===== src/design/ccc_pkg.sv =====
// ----------------------------------------------------------------------------
// ccc_pkg
// Shared types and constants for the coin credit controller: word formats,
// controller states, the command bundle and the bonus modulo table.
// ----------------------------------------------------------------------------
package ccc_pkg;

  localparam int NUM_MECHS = 3;
  localparam int MECH_W    = 2;

  localparam logic [MECH_W-1:0] MECH_CENTRE = MECH_W'(1);
  localparam logic [MECH_W-1:0] MECH_RIGHT  = MECH_W'(2);

  localparam logic [7:0] STATUS_IDLE   = 8'h1F;
  localparam logic [7:0] STATUS_FAST   = 8'h1B;
  localparam logic [7:0] ABSENT_STEP   = 8'h20;
  localparam logic [7:0] PRE_SLAM_LOAD = 8'hF0;
  localparam logic [7:0] POST_LOAD     = 8'h78;
  localparam logic [7:0] METER_UNIT    = 8'h10;
  localparam logic [7:0] METER_STEP    = 8'hEF;

  localparam logic [2:0] TICK_LAST    = 3'd7;
  localparam logic [2:0] BONUS_DOUBLE = 3'd3;
  localparam logic [1:0] PRICING_FREE = 2'd0;
  localparam logic [1:0] PRICING_ONE  = 2'd2;

  localparam logic [7:0] MODULO_TABLE [8] = '{
    8'h7F, 8'h02, 8'h04, 8'h04, 8'h05, 8'h03, 8'h7F, 8'h7F
  };

  typedef struct packed {
    logic [2:0] coin_switches;
    logic       slam_switch;
  } in_word_t;

  typedef struct packed {
    logic [1:0] credits_added;
    logic [2:0] meter_drive;
    logic       meter_started;
    logic [1:0] meter_index;
    logic       slam_tone;
  } out_word_t;

  typedef enum logic [2:0] {
    ST_IDLE,
    ST_MECH,
    ST_BONUS,
    ST_CONVERT,
    ST_METER,
    ST_DONE
  } state_t;

  typedef struct packed {
    logic              accept;
    logic              mech_step;
    logic [MECH_W-1:0] mech_idx;
    logic              bonus_step;
    logic              convert_step;
    logic              meter_step;
    logic              load_out;
  } cmd_t;

endpackage


===== src/design/coin_credit_controller_unit.sv =====
// ----------------------------------------------------------------------------
// coin_credit_controller_unit
// Coin mech debounce and coin-to-credit logic, one word per periodic tick.
// ----------------------------------------------------------------------------
// Each tick word runs through these steps from acceptance to a result in the
// output register: one to take the word, one per coin mech as the sequencer
// walks them right to left through a shared debounce unit, then one each for
// the bonus adder, the credit conversion, the meter update and the result
// hand-off. The next word is taken while a result still waits to be read; a
// word only stalls at hand-off if the previous result has not been taken.
// coin_mode may be written at any time the block is idle and takes effect on
// the next word.
module coin_credit_controller_unit (
  input  logic               clk,
  input  logic               rst,
  input  logic               cfg_write_en,
  input  logic [7:0]         cfg_write_data,
  input  logic               in_valid,
  output logic               in_ready,
  input  ccc_pkg::in_word_t  in_data,
  output logic               out_valid,
  input  logic               out_ready,
  output ccc_pkg::out_word_t out_data
);
  import ccc_pkg::*;

  cmd_t cmd;

  ccc_ctrl u_ctrl (
    .clk       (clk),
    .rst       (rst),
    .in_valid  (in_valid),
    .in_ready  (in_ready),
    .out_valid (out_valid),
    .out_ready (out_ready),
    .cmd       (cmd)
  );

  ccc_dp u_dp (
    .clk            (clk),
    .rst            (rst),
    .cmd            (cmd),
    .cfg_write_en   (cfg_write_en),
    .cfg_write_data (cfg_write_data),
    .in_data        (in_data),
    .out_data       (out_data)
  );

  a_credit_range: assert property (@(posedge clk) disable iff (rst)
    out_valid |-> out_data.credits_added != 2'd3)
    else $error("credit count out of range");

  a_index_idle: assert property (@(posedge clk) disable iff (rst)
    out_valid && !out_data.meter_started |-> out_data.meter_index == 2'd0)
    else $error("meter index set without a meter start");

endmodule


===== src/design/ccc_ctrl.sv =====
// ----------------------------------------------------------------------------
// ccc_ctrl
// Sequencer: takes a word, walks the mechs right to left, then runs the
// bonus, conversion and meter steps and hands the result to the output
// register.
// ----------------------------------------------------------------------------
module ccc_ctrl (
  input  logic         clk,
  input  logic         rst,
  input  logic         in_valid,
  output logic         in_ready,
  output logic         out_valid,
  input  logic         out_ready,
  output ccc_pkg::cmd_t cmd
);
  import ccc_pkg::*;

  state_t              state, state_next;
  logic [MECH_W-1:0]   mech, mech_next;
  logic                out_valid_next;

  always_ff @(posedge clk) begin
    if (rst) begin
      state     <= ST_IDLE;
      mech      <= '0;
      out_valid <= 1'b0;
    end else begin
      state     <= state_next;
      mech      <= mech_next;
      out_valid <= out_valid_next;
    end
  end

  always_comb begin
    state_next = state;
    mech_next  = mech;
    in_ready   = 1'b0;
    cmd        = '0;
    cmd.mech_idx = mech;
    case (state)
      ST_IDLE: begin
        in_ready = 1'b1;
        if (in_valid) begin
          cmd.accept = 1'b1;
          mech_next  = MECH_W'(NUM_MECHS - 1);
          state_next = ST_MECH;
        end
      end
      ST_MECH: begin
        cmd.mech_step = 1'b1;
        if (mech == '0) begin
          state_next = ST_BONUS;
        end else begin
          mech_next = mech - MECH_W'(1);
        end
      end
      ST_BONUS: begin
        cmd.bonus_step = 1'b1;
        state_next     = ST_CONVERT;
      end
      ST_CONVERT: begin
        cmd.convert_step = 1'b1;
        state_next       = ST_METER;
      end
      ST_METER: begin
        cmd.meter_step = 1'b1;
        state_next     = ST_DONE;
      end
      ST_DONE: begin
        if (!out_valid || out_ready) begin
          cmd.load_out = 1'b1;
          state_next   = ST_IDLE;
        end
      end
      default: begin
        state_next = ST_IDLE;
      end
    endcase
  end

  always_comb begin
    if (cmd.load_out) begin
      out_valid_next = 1'b1;
    end else if (out_ready) begin
      out_valid_next = 1'b0;
    end else begin
      out_valid_next = out_valid;
    end
  end

  a_accept_starts_right: assert property (@(posedge clk) disable iff (rst)
    cmd.accept |=> state == ST_MECH && mech == MECH_W'(NUM_MECHS - 1))
    else $error("walk does not start at the right mech");

  a_meter_then_done: assert property (@(posedge clk) disable iff (rst)
    cmd.meter_step |=> state == ST_DONE)
    else $error("meter step not followed by result hand-off");

  a_one_step: assert property (@(posedge clk) disable iff (rst)
    $onehot0({cmd.accept, cmd.mech_step, cmd.bonus_step, cmd.convert_step,
              cmd.meter_step, cmd.load_out}))
    else $error("more than one datapath step at once");

endmodule


===== src/design/ccc_dp.sv =====
// ----------------------------------------------------------------------------
// ccc_dp
// Datapath: coin mode register, per-mech debounce, slam timers, unit and
// bonus counters, credit conversion, meter timers and the result register.
// ----------------------------------------------------------------------------
module ccc_dp (
  input  logic               clk,
  input  logic               rst,
  input  ccc_pkg::cmd_t      cmd,
  input  logic               cfg_write_en,
  input  logic [7:0]         cfg_write_data,
  input  ccc_pkg::in_word_t  in_data,
  output ccc_pkg::out_word_t out_data
);
  import ccc_pkg::*;

  logic [7:0] coin_mode;
  logic [2:0] tick_count;
  logic [2:0] sw;
  logic       slam;
  logic [7:0] coin_status     [NUM_MECHS];
  logic [7:0] post_slam_timer [NUM_MECHS];
  logic [7:0] meter_timer     [NUM_MECHS];
  logic [7:0] pre_slam_timer;
  logic [7:0] bonus_unit_count;
  logic [7:0] unit_coin_count;
  logic [7:0] bonus_coins;
  logic [1:0] credits;
  logic       started;
  logic [MECH_W-1:0] which;

  // mech visit
  logic [7:0] st_n, post_n, pre_n, units_add;
  logic       coin;

  always_comb begin
    logic [7:0] status, ptmr;
    logic [4:0] low;
    logic [8:0] sum;
    logic       finish;
    status = coin_status[cmd.mech_idx];
    ptmr   = post_slam_timer[cmd.mech_idx];
    low    = status[4:0];
    sum    = {1'b0, status} + {1'b0, ABSENT_STEP};
    st_n   = status;
    post_n = ptmr;
    pre_n  = pre_slam_timer;
    coin   = 1'b0;
    finish = 1'b0;
    if (sw[cmd.mech_idx]) begin
      if (low != '0 && ({3'b000, low} >= STATUS_FAST || tick_count == TICK_LAST)) begin
        st_n = {3'b000, low - 5'd1};
      end else begin
        st_n = {3'b000, low};
      end
    end else if ({3'b000, low} >= STATUS_FAST) begin
      st_n = STATUS_IDLE;
    end else if (!sum[8]) begin
      st_n = sum[7:0];
    end else if (sum[7:0] == 8'h00) begin
      st_n = STATUS_IDLE;
    end else begin
      coin   = (ptmr != 8'h00);
      st_n   = STATUS_IDLE;
      post_n = POST_LOAD;
      finish = 1'b1;
    end
    if (!finish) begin
      if (slam) begin
        pre_n = PRE_SLAM_LOAD;
      end
      if (pre_n != 8'h00) begin
        pre_n  = pre_n - 8'd1;
        st_n   = 8'h00;
        post_n = 8'h00;
      end
      if (post_n != 8'h00) begin
        post_n = post_n - 8'd1;
        coin   = (post_n == 8'h00);
      end
    end
  end

  // units per coin for the visited mech
  always_comb begin
    logic [7:0] extra;
    extra = 8'h00;
    if (cmd.mech_idx == MECH_RIGHT) begin
      extra = {6'b0, coin_mode[3:2]};
      if (extra != 8'h00) begin
        extra = extra + 8'd2;
      end
    end else if (cmd.mech_idx == MECH_CENTRE) begin
      extra = {7'b0, coin_mode[4]};
    end
    units_add = extra + 8'd1;
  end

  // bonus adder
  logic [2:0] bonus_sel;
  logic [7:0] bonus_rem;

  assign bonus_sel = coin_mode[7:5];
  assign bonus_rem = bonus_unit_count - MODULO_TABLE[bonus_sel];

  // credit conversion
  logic [7:0] unit_n, bc_n;
  logic [1:0] credits_n;

  always_comb begin
    logic [1:0] pricing;
    logic [7:0] price, t;
    pricing   = coin_mode[1:0];
    price     = {7'b0, pricing[1]} + {7'b0, pricing[0]};
    t         = unit_coin_count - price + bonus_coins;
    unit_n    = unit_coin_count;
    bc_n      = bonus_coins;
    credits_n = 2'd0;
    if (pricing == PRICING_FREE) begin
      unit_n = 8'h00;
    end else if (unit_coin_count >= price) begin
      unit_n    = unit_coin_count - price;
      credits_n = (pricing < PRICING_ONE) ? 2'd2 : 2'd1;
    end else if (!t[7]) begin
      bc_n      = t;
      unit_n    = 8'h00;
      credits_n = (pricing < PRICING_ONE) ? 2'd2 : 2'd1;
    end
  end

  // meter pulses
  logic [7:0]        mt_n [NUM_MECHS];
  logic              started_n;
  logic [MECH_W-1:0] which_n;

  always_comb begin
    logic running, found;
    running   = 1'b0;
    found     = 1'b0;
    started_n = 1'b0;
    which_n   = '0;
    for (int m = NUM_MECHS - 1; m >= 0; m--) begin
      mt_n[m] = meter_timer[m];
      if (meter_timer[m] >= METER_UNIT) begin
        mt_n[m] = meter_timer[m] - METER_UNIT;
        running = 1'b1;
      end
    end
    if (!running) begin
      for (int m = NUM_MECHS - 1; m >= 0; m--) begin
        if (!found && meter_timer[m] != 8'h00) begin
          mt_n[m] = meter_timer[m] + METER_STEP;
          if (mt_n[m][7]) begin
            found     = 1'b1;
            started_n = 1'b1;
            which_n   = MECH_W'(m);
          end
        end
      end
    end
  end

  logic [2:0] drive;

  always_comb begin
    drive = '0;
    for (int m = 0; m < NUM_MECHS; m++) begin
      drive[m] = meter_timer[m][7];
    end
  end

  always_ff @(posedge clk) begin
    if (rst) begin
      coin_mode        <= 8'h00;
      tick_count       <= 3'd0;
      pre_slam_timer   <= 8'h00;
      bonus_unit_count <= 8'h00;
      unit_coin_count  <= 8'h00;
      bonus_coins      <= 8'h00;
      for (int m = 0; m < NUM_MECHS; m++) begin
        coin_status[m]     <= 8'h00;
        post_slam_timer[m] <= 8'h00;
        meter_timer[m]     <= 8'h00;
      end
    end else begin
      if (cfg_write_en) begin
        coin_mode <= cfg_write_data;
      end
      if (cmd.accept) begin
        tick_count <= tick_count + 3'd1;
      end
      if (cmd.mech_step) begin
        coin_status[cmd.mech_idx]     <= st_n;
        post_slam_timer[cmd.mech_idx] <= post_n;
        pre_slam_timer                <= pre_n;
        if (coin) begin
          bonus_unit_count        <= bonus_unit_count + units_add;
          unit_coin_count         <= unit_coin_count + units_add;
          meter_timer[cmd.mech_idx] <= meter_timer[cmd.mech_idx] + 8'd1;
        end
      end
      if (cmd.bonus_step && !bonus_rem[7]) begin
        bonus_unit_count <= bonus_rem;
        bonus_coins      <= bonus_coins + ((bonus_sel == BONUS_DOUBLE) ? 8'd2 : 8'd1);
      end
      if (cmd.convert_step) begin
        unit_coin_count <= unit_n;
        bonus_coins     <= bc_n;
      end
      if (cmd.meter_step && !tick_count[0]) begin
        for (int m = 0; m < NUM_MECHS; m++) begin
          meter_timer[m] <= mt_n[m];
        end
      end
    end
  end

  // result word, payload only
  always_ff @(posedge clk) begin
    if (cmd.accept) begin
      sw   <= in_data.coin_switches;
      slam <= in_data.slam_switch;
    end
    if (cmd.convert_step) begin
      credits <= credits_n;
    end
    if (cmd.meter_step) begin
      started <= started_n && !tick_count[0];
      which   <= (started_n && !tick_count[0]) ? which_n : '0;
    end
    if (cmd.load_out) begin
      out_data.credits_added <= credits;
      out_data.meter_drive   <= drive;
      out_data.meter_started <= started;
      out_data.meter_index   <= which;
      out_data.slam_tone     <= (pre_slam_timer != 8'h00);
    end
  end

endmodule

===== config.mk =====
export PLATFORM = sky130hd
export DESIGN_NAME = coin_credit_controller_unit
export DESIGN_NICKNAME = d
export VERILOG_FILES = /design/src/design/ccc_pkg.sv /design/src/design/coin_credit_controller_unit.sv /design/src/design/ccc_ctrl.sv /design/src/design/ccc_dp.sv
export SDC_FILE = /design/constraint.sdc
export NUM_CORES = 1
export LEC_CHECK = 0
export BUFFER_PORTS_ARGS = -buffer_cell sky130_fd_sc_hd__buf_2
export CORE_MARGIN = 8
export CORE_UTILIZATION = 30
export DETAILED_ROUTE_END_ITERATION = 8
export GPL_TIMING_DRIVEN = 0
export MAX_ROUTING_LAYER = met4
export PLACE_DENSITY = 0.47
export SLEW_MARGIN = 0
export SYNTH_ARGS = -nofsm -noshare
export SYNTH_HDL_FRONTEND = slang
export SYNTH_SLANG_ARGS = --single-unit
export TNS_END_PERCENT = 1

===== constraint.sdc =====
create_clock -name clk -period 6.2 [get_ports clk]
set_clock_uncertainty 0.1 [all_clocks]
set_input_delay 0 -clock clk [delete_from_list [all_inputs] [get_ports clk]]
set_output_delay 0 -clock clk [all_outputs]
set_load 0.03 [all_outputs]

# == After elaboration in Yosys (flattened, before gate mapping) ==
# Memory sizes are Yosys's and may differ from the RTL's. A register that Yosys moved wholly into a read port is not among the register bits.
# Index checks and enable logic that the tools add are counted.
# classes
n_lt_le_gt_ge,8
n_reduce_logical,44
n_bitwise,6
n_eq_ne,17
mux,127
add_sub_neg,22
# op_table
cell,n
2-to-1 mux 8 bit,46
nonzero test 8 bit,7
2-to-1 mux 1 bit,52
2-to-1 mux 2 bit,21
adder 8 bit,4
adder 8 bit (second input constant),3
>= comparator 8 x 5 -> 1 bit (second input constant),3
2-to-1 mux 24 bit,1
OR reduction 8 bit,3
subtractor 8 x 5 -> 8 bit (second input constant),3
one-hot mux 3 bit (6 select lines),1
adder 8 x 1 -> 8 bit (second input constant),2
logical NOT 8 bit,2
nonzero test 2 bit,8
subtractor 8 x 1 -> 8 bit (second input constant),2
subtractor 8 bit,2
inequality test 2 bit (second input constant),5
adder 8 x 6 -> 9 bit (second input constant),1
equality test 3 x 2 -> 1 bit (second input constant),3
equality test 3 bit (second input constant),3
2-to-1 mux 3 bit,3
AND reduction 3 bit,3
>= comparator 8 bit,1
logical AND 1 bit,6
28 further kinds,39
# word_totals
elab_cells,247
in_bits,17
ramBits,72
memories,4
register_bits,67
mem_bits_ro,64
# memory_table
memory,words,word_bits,read_ports,rd_clocked_by_memory_dff,write_ports,line_no,source
(name not given),8,8,1,0,0,ccc_dp.sv:104,assign bonus_rem = bonus_unit_count - MODULO_TABLE[bonus_sel];
u_dp.coin_status,3,8,1,1,3,ccc_dp.sv:21,logic [7:0] coin_status [NUM_MECHS];
u_dp.meter_timer,3,8,4,1,3,ccc_dp.sv:23,logic [7:0] meter_timer [NUM_MECHS];
u_dp.post_slam_timer,3,8,1,1,3,ccc_dp.sv:22,logic [7:0] post_slam_timer [NUM_MECHS];

# == Longest topological paths before layout ==
# depth
word_depth,20
depth_mapped,20
depth_no_buf,16

# == By module ==
# Synthesis repeated with hierarchy kept, for this count alone.
# hier_totals
hier_cells,951
area_unflattened_um2,9799.4
# modules_own_cells
module,cells_each,area_each_um2,seq_area_each_um2,instances
ccc_dp,908,9430.3,4284.1,1
ccc_ctrl,43,369.1,120.1,1

# == Worst setup path before layout ==
# Ideal clock, no wire load.
# synth_timing
path_kind,register -> register
from,reg with a tool-made name
to,"mem u_dp.meter_timer[0][0], enable pin"
n_path_buf,3
stages_incl_launch_ff,18
arrival_ns,4.303
setup_ns,0.310
slack_ns,1.487
required_time_ns,5.790
cell_sequence,dfxtp_1 -> buf_2 -> buf_2 -> mux4_2 -> inv_1 -> ha_1 -> or4b_2 -> nor3_1 -> or3_1 -> buf_2 -> nand2_1 -> ha_1 -> nand2b_1 -> nand4_1 -> a221o_1 -> a21oi_4 -> nand3_1 -> nand2_1
# synth_rtl
item,line_no
"end, declared",ccc_dp.sv:23

==> results.cfg <==
[global_route]
grt_use_total = 0.139
grt_pass1_wl_mm = 41.1
overflow = 0
grt_pass1_vias = 7356
grt_max_degree = 18
antenna_found_initial = 0

[layout]
final_nets = 1115
final_cell_mix = nor2_1, edfxtp_1, nand2_1
n_fill_cell = 3309
final_common_cell = nor2_1
antenna_cells = 0
drive_above_1_share = 0.102
syn_to_final_growth_pct = 14.4

[timing]
rsz0062_at_grt = false
min_period_over_period = 0.943
fmax_mhz = 171
maxSlewViolCount = 0
final_hold_viol_count = 0
tightest_slew_ns = 1.08
period_minus_slack_ns = 5.85
setup_violations = 0
setup_ws_ns = 0.351
setup_tns_ns = 0
maxSlewHeadroom = 0.274

[worst_setup_path]
crit_type = reg2reg
worstPathMaxFanout = 10
end_kind = flop
worstSetupStartpointType = flop
r2r-end = u_dp.meter_timer[1][4]
reg2reg_slack_ns = 0.35
reg2regPathDepth = 16
worstPathArrival_ns = 5.87
worstPathRequired_ns = 6.22

[logic_synthesis]
avgSynthCellArea_um2 = 10.1
synth_flop_cell = edfxtp_1
synth_cell_types = 68
synth-edff-count = 114
syn-cell-area_um2 = 9850
async_flop_share = 0
yosysSeqAreaShare = 0.451
synth_warnings = 0
ys_seq_elements = 165
postSynthCellCount = 976

[place]
gp_congestion = 0.829
dp_worst_setup_slack_ns = 0.266
dp_hpwl_mm = 18.9
port_buffers = 25

[clocking]
clk_path_buf_depth = 2
htreeDepth = 4
root_buffer = clkbuf_16
tritoncts = yes
worstSkewPairLatency_ns = 0.44
clk_pin_slew_ns = 0.08
cts.sinks = 165
cts_buffers = 17

[die]
fp.dieArea_um2 = 38900
core_um2 = 32500
die_w_um = 197
io_pins = 28
start_util = 0.304
die_h_um = 197
fp-row-count = 66

[hold_path]
min_path_cells = 4
hold_class = in2reg
hold_start = rst
worstHoldEndpoint = u_dp.unit_coin_count[7]

[flow_run]
max_cap_viol_count = 0

[detailed_routing]
vias = 7520
drc = 0
ant_nets = 0
wl_mm = 25.8
drt-initial-drc-count = 471
wl_per_cell_um = 17.3
firstDrtPassIters = 5
avgViaCountPerCell = 5.04

[pwr]
ir_drop_mv = 0.183
powerDensity_nw_per_um2 = 274
p_leak_nw = 4.32

[outcome]
outcome = complete, no violations
worst max-delay path by stage:
| stage | start | end | slack [ns] | cells past startpoint |
|---|---|---|---|---|
| final | flop | u_dp.meter_timer[1][4] | 0.35 | 16 |
| after global routing | flop | u_dp.meter_timer[2][0] | 0.02 | 16 |
| after CTS | flop | u_dp.meter_timer[1][4] | 0.26 | 15 |
| after detailed placement | flop | u_dp.meter_timer[1][7] | 0.27 | 15 |
| after global placement | flop | u_dp.meter_timer[1][6] | 0.21 | 15 |
| after floorplan | flop | u_dp.meter_timer[0][0] | 1.49 | 17 |
what timing repair did:
action,4_1_cts,5_1_grt
endpoints found under the hold margin,15,0
gates resized for setup,0,1
setup buffers,0,0
endpoints found under the setup margin,0,25
hold buffers,14,0
kinds of logic (layout without fill, tap and decap cells):
kind of cell,count (synthesis),count (layout),share of synthesized area
AND/OR/NAND/NOR,350,350,0.168
AO/OA/AOI/OAI,208,208,0.140
flip-flops,165,165,0.451
buffers and inverters,96,169,0.0372
adder cells (fa/ha/maj),61,61,0.0820
XOR/XNOR,48,48,0.0427
multiplexers,47,47,0.0784
other,1,2,0.000381
layer usage:
layer  share of wire  track usage  vias to the layer above
met4           0.012       0.0354                        0
met2            0.46        0.214                      120
met5               0            -                        -
met1            0.50        0.190                     3682
li1                -            -                     3697
met3           0.026       0.0177                       21
report_power, final:
group | internal, W | switching (W)
Combinational | 0.000275 | 0.000455
Sequential | 0.00125 | 0.0000456
Clock | 0.000565 | 0.000499
Total | 0.00209 | 0.00100
Yosys cell counts, drive strengths merged, types with 13 or more instances:
library cell,instances,share of area
a211oi,13,0.011
a21o,17,0.013
a21oi,64,0.034
clkbuf,28,0.011
dfxtp,51,0.10
edfxtp,114,0.35
ha,55,0.070
inv,62,0.024
mux2i,22,0.022
mux4,24,0.055
nand2,75,0.029
nand2b,18,0.011
nand3,13,0.0066
nor2,136,0.052
nor2b,13,0.0083
nor3,34,0.017
o21ai,27,0.014
o22ai,21,0.013
xnor2,28,0.025
xor2,20,0.018
critical path, cell delays in order, from the launching register on:
cell and delay, ns:
dfxtp_1 0.48, clkbuf_1 0.63, mux4_2 0.47, inv_1 0.13
ha_1 0.16, or4b_2 0.64, nor3_1 0.28, or3_1 0.14
buf_2 0.25, nand2_1 0.11, ha_1 0.29, nand2b_1 0.14
nand4_1 0.10, a221o_1 0.40, a21oi_4 0.35, nand3_1 0.47
nand2_1 0.37
state kept, by name, summed over array words and instances, names as in the netlist, 8 cells and up, named ones only:
| name | flops |
|---|---|
| u_dp.bonus_coins | 8 |
| u_dp.bonus_unit_count | 8 |
| u_dp.coin_mode | 8 |
| u_dp.coin_status | 32 |
| u_dp.meter_timer | 32 |
| u_dp.out_data | 9 |
| u_dp.post_slam_timer | 32 |
| u_dp.pre_slam_timer | 8 |
| u_dp.unit_coin_count | 8 |
final cells by class:
cell class | count | area (µm²) | share of cell area
clock inverter | 15 | 144 | 0.0128
buffer | 34 | 134 | 0.0119
inverter | 62 | 233 | 0.0207
clock buffer | 17 | 425 | 0.0378
sequential | 165 | 4440 | 0.394
timing repair buffer | 41 | 278 | 0.0247
multi-input combinational | 716 | 5060 | 0.449
tap | 442 | 553 | 0.0491
per-stage QoR:
step / hold slack [ns] / cell area, µm² / power (W) / std cells / utilization
floorplan: -0.00113 / 9860 / 0.00185 / 977 / -
global placement: 0.0834 / 10500 / 0.00204 / 1444 / 0.325
detailed placement: 0.0847 / 10500 / 0.00204 / 1445 / 0.325
CTS: 0.0389 / 11300 / 0.00312 / 1491 / 0.347
global route: 0.0526 / 11300 / 0.00325 / 1492 / 0.347
finish: 0.0443 / 11300 / 0.00309 / 1492 / 0.347
Power figures use the tool's default switching activity.
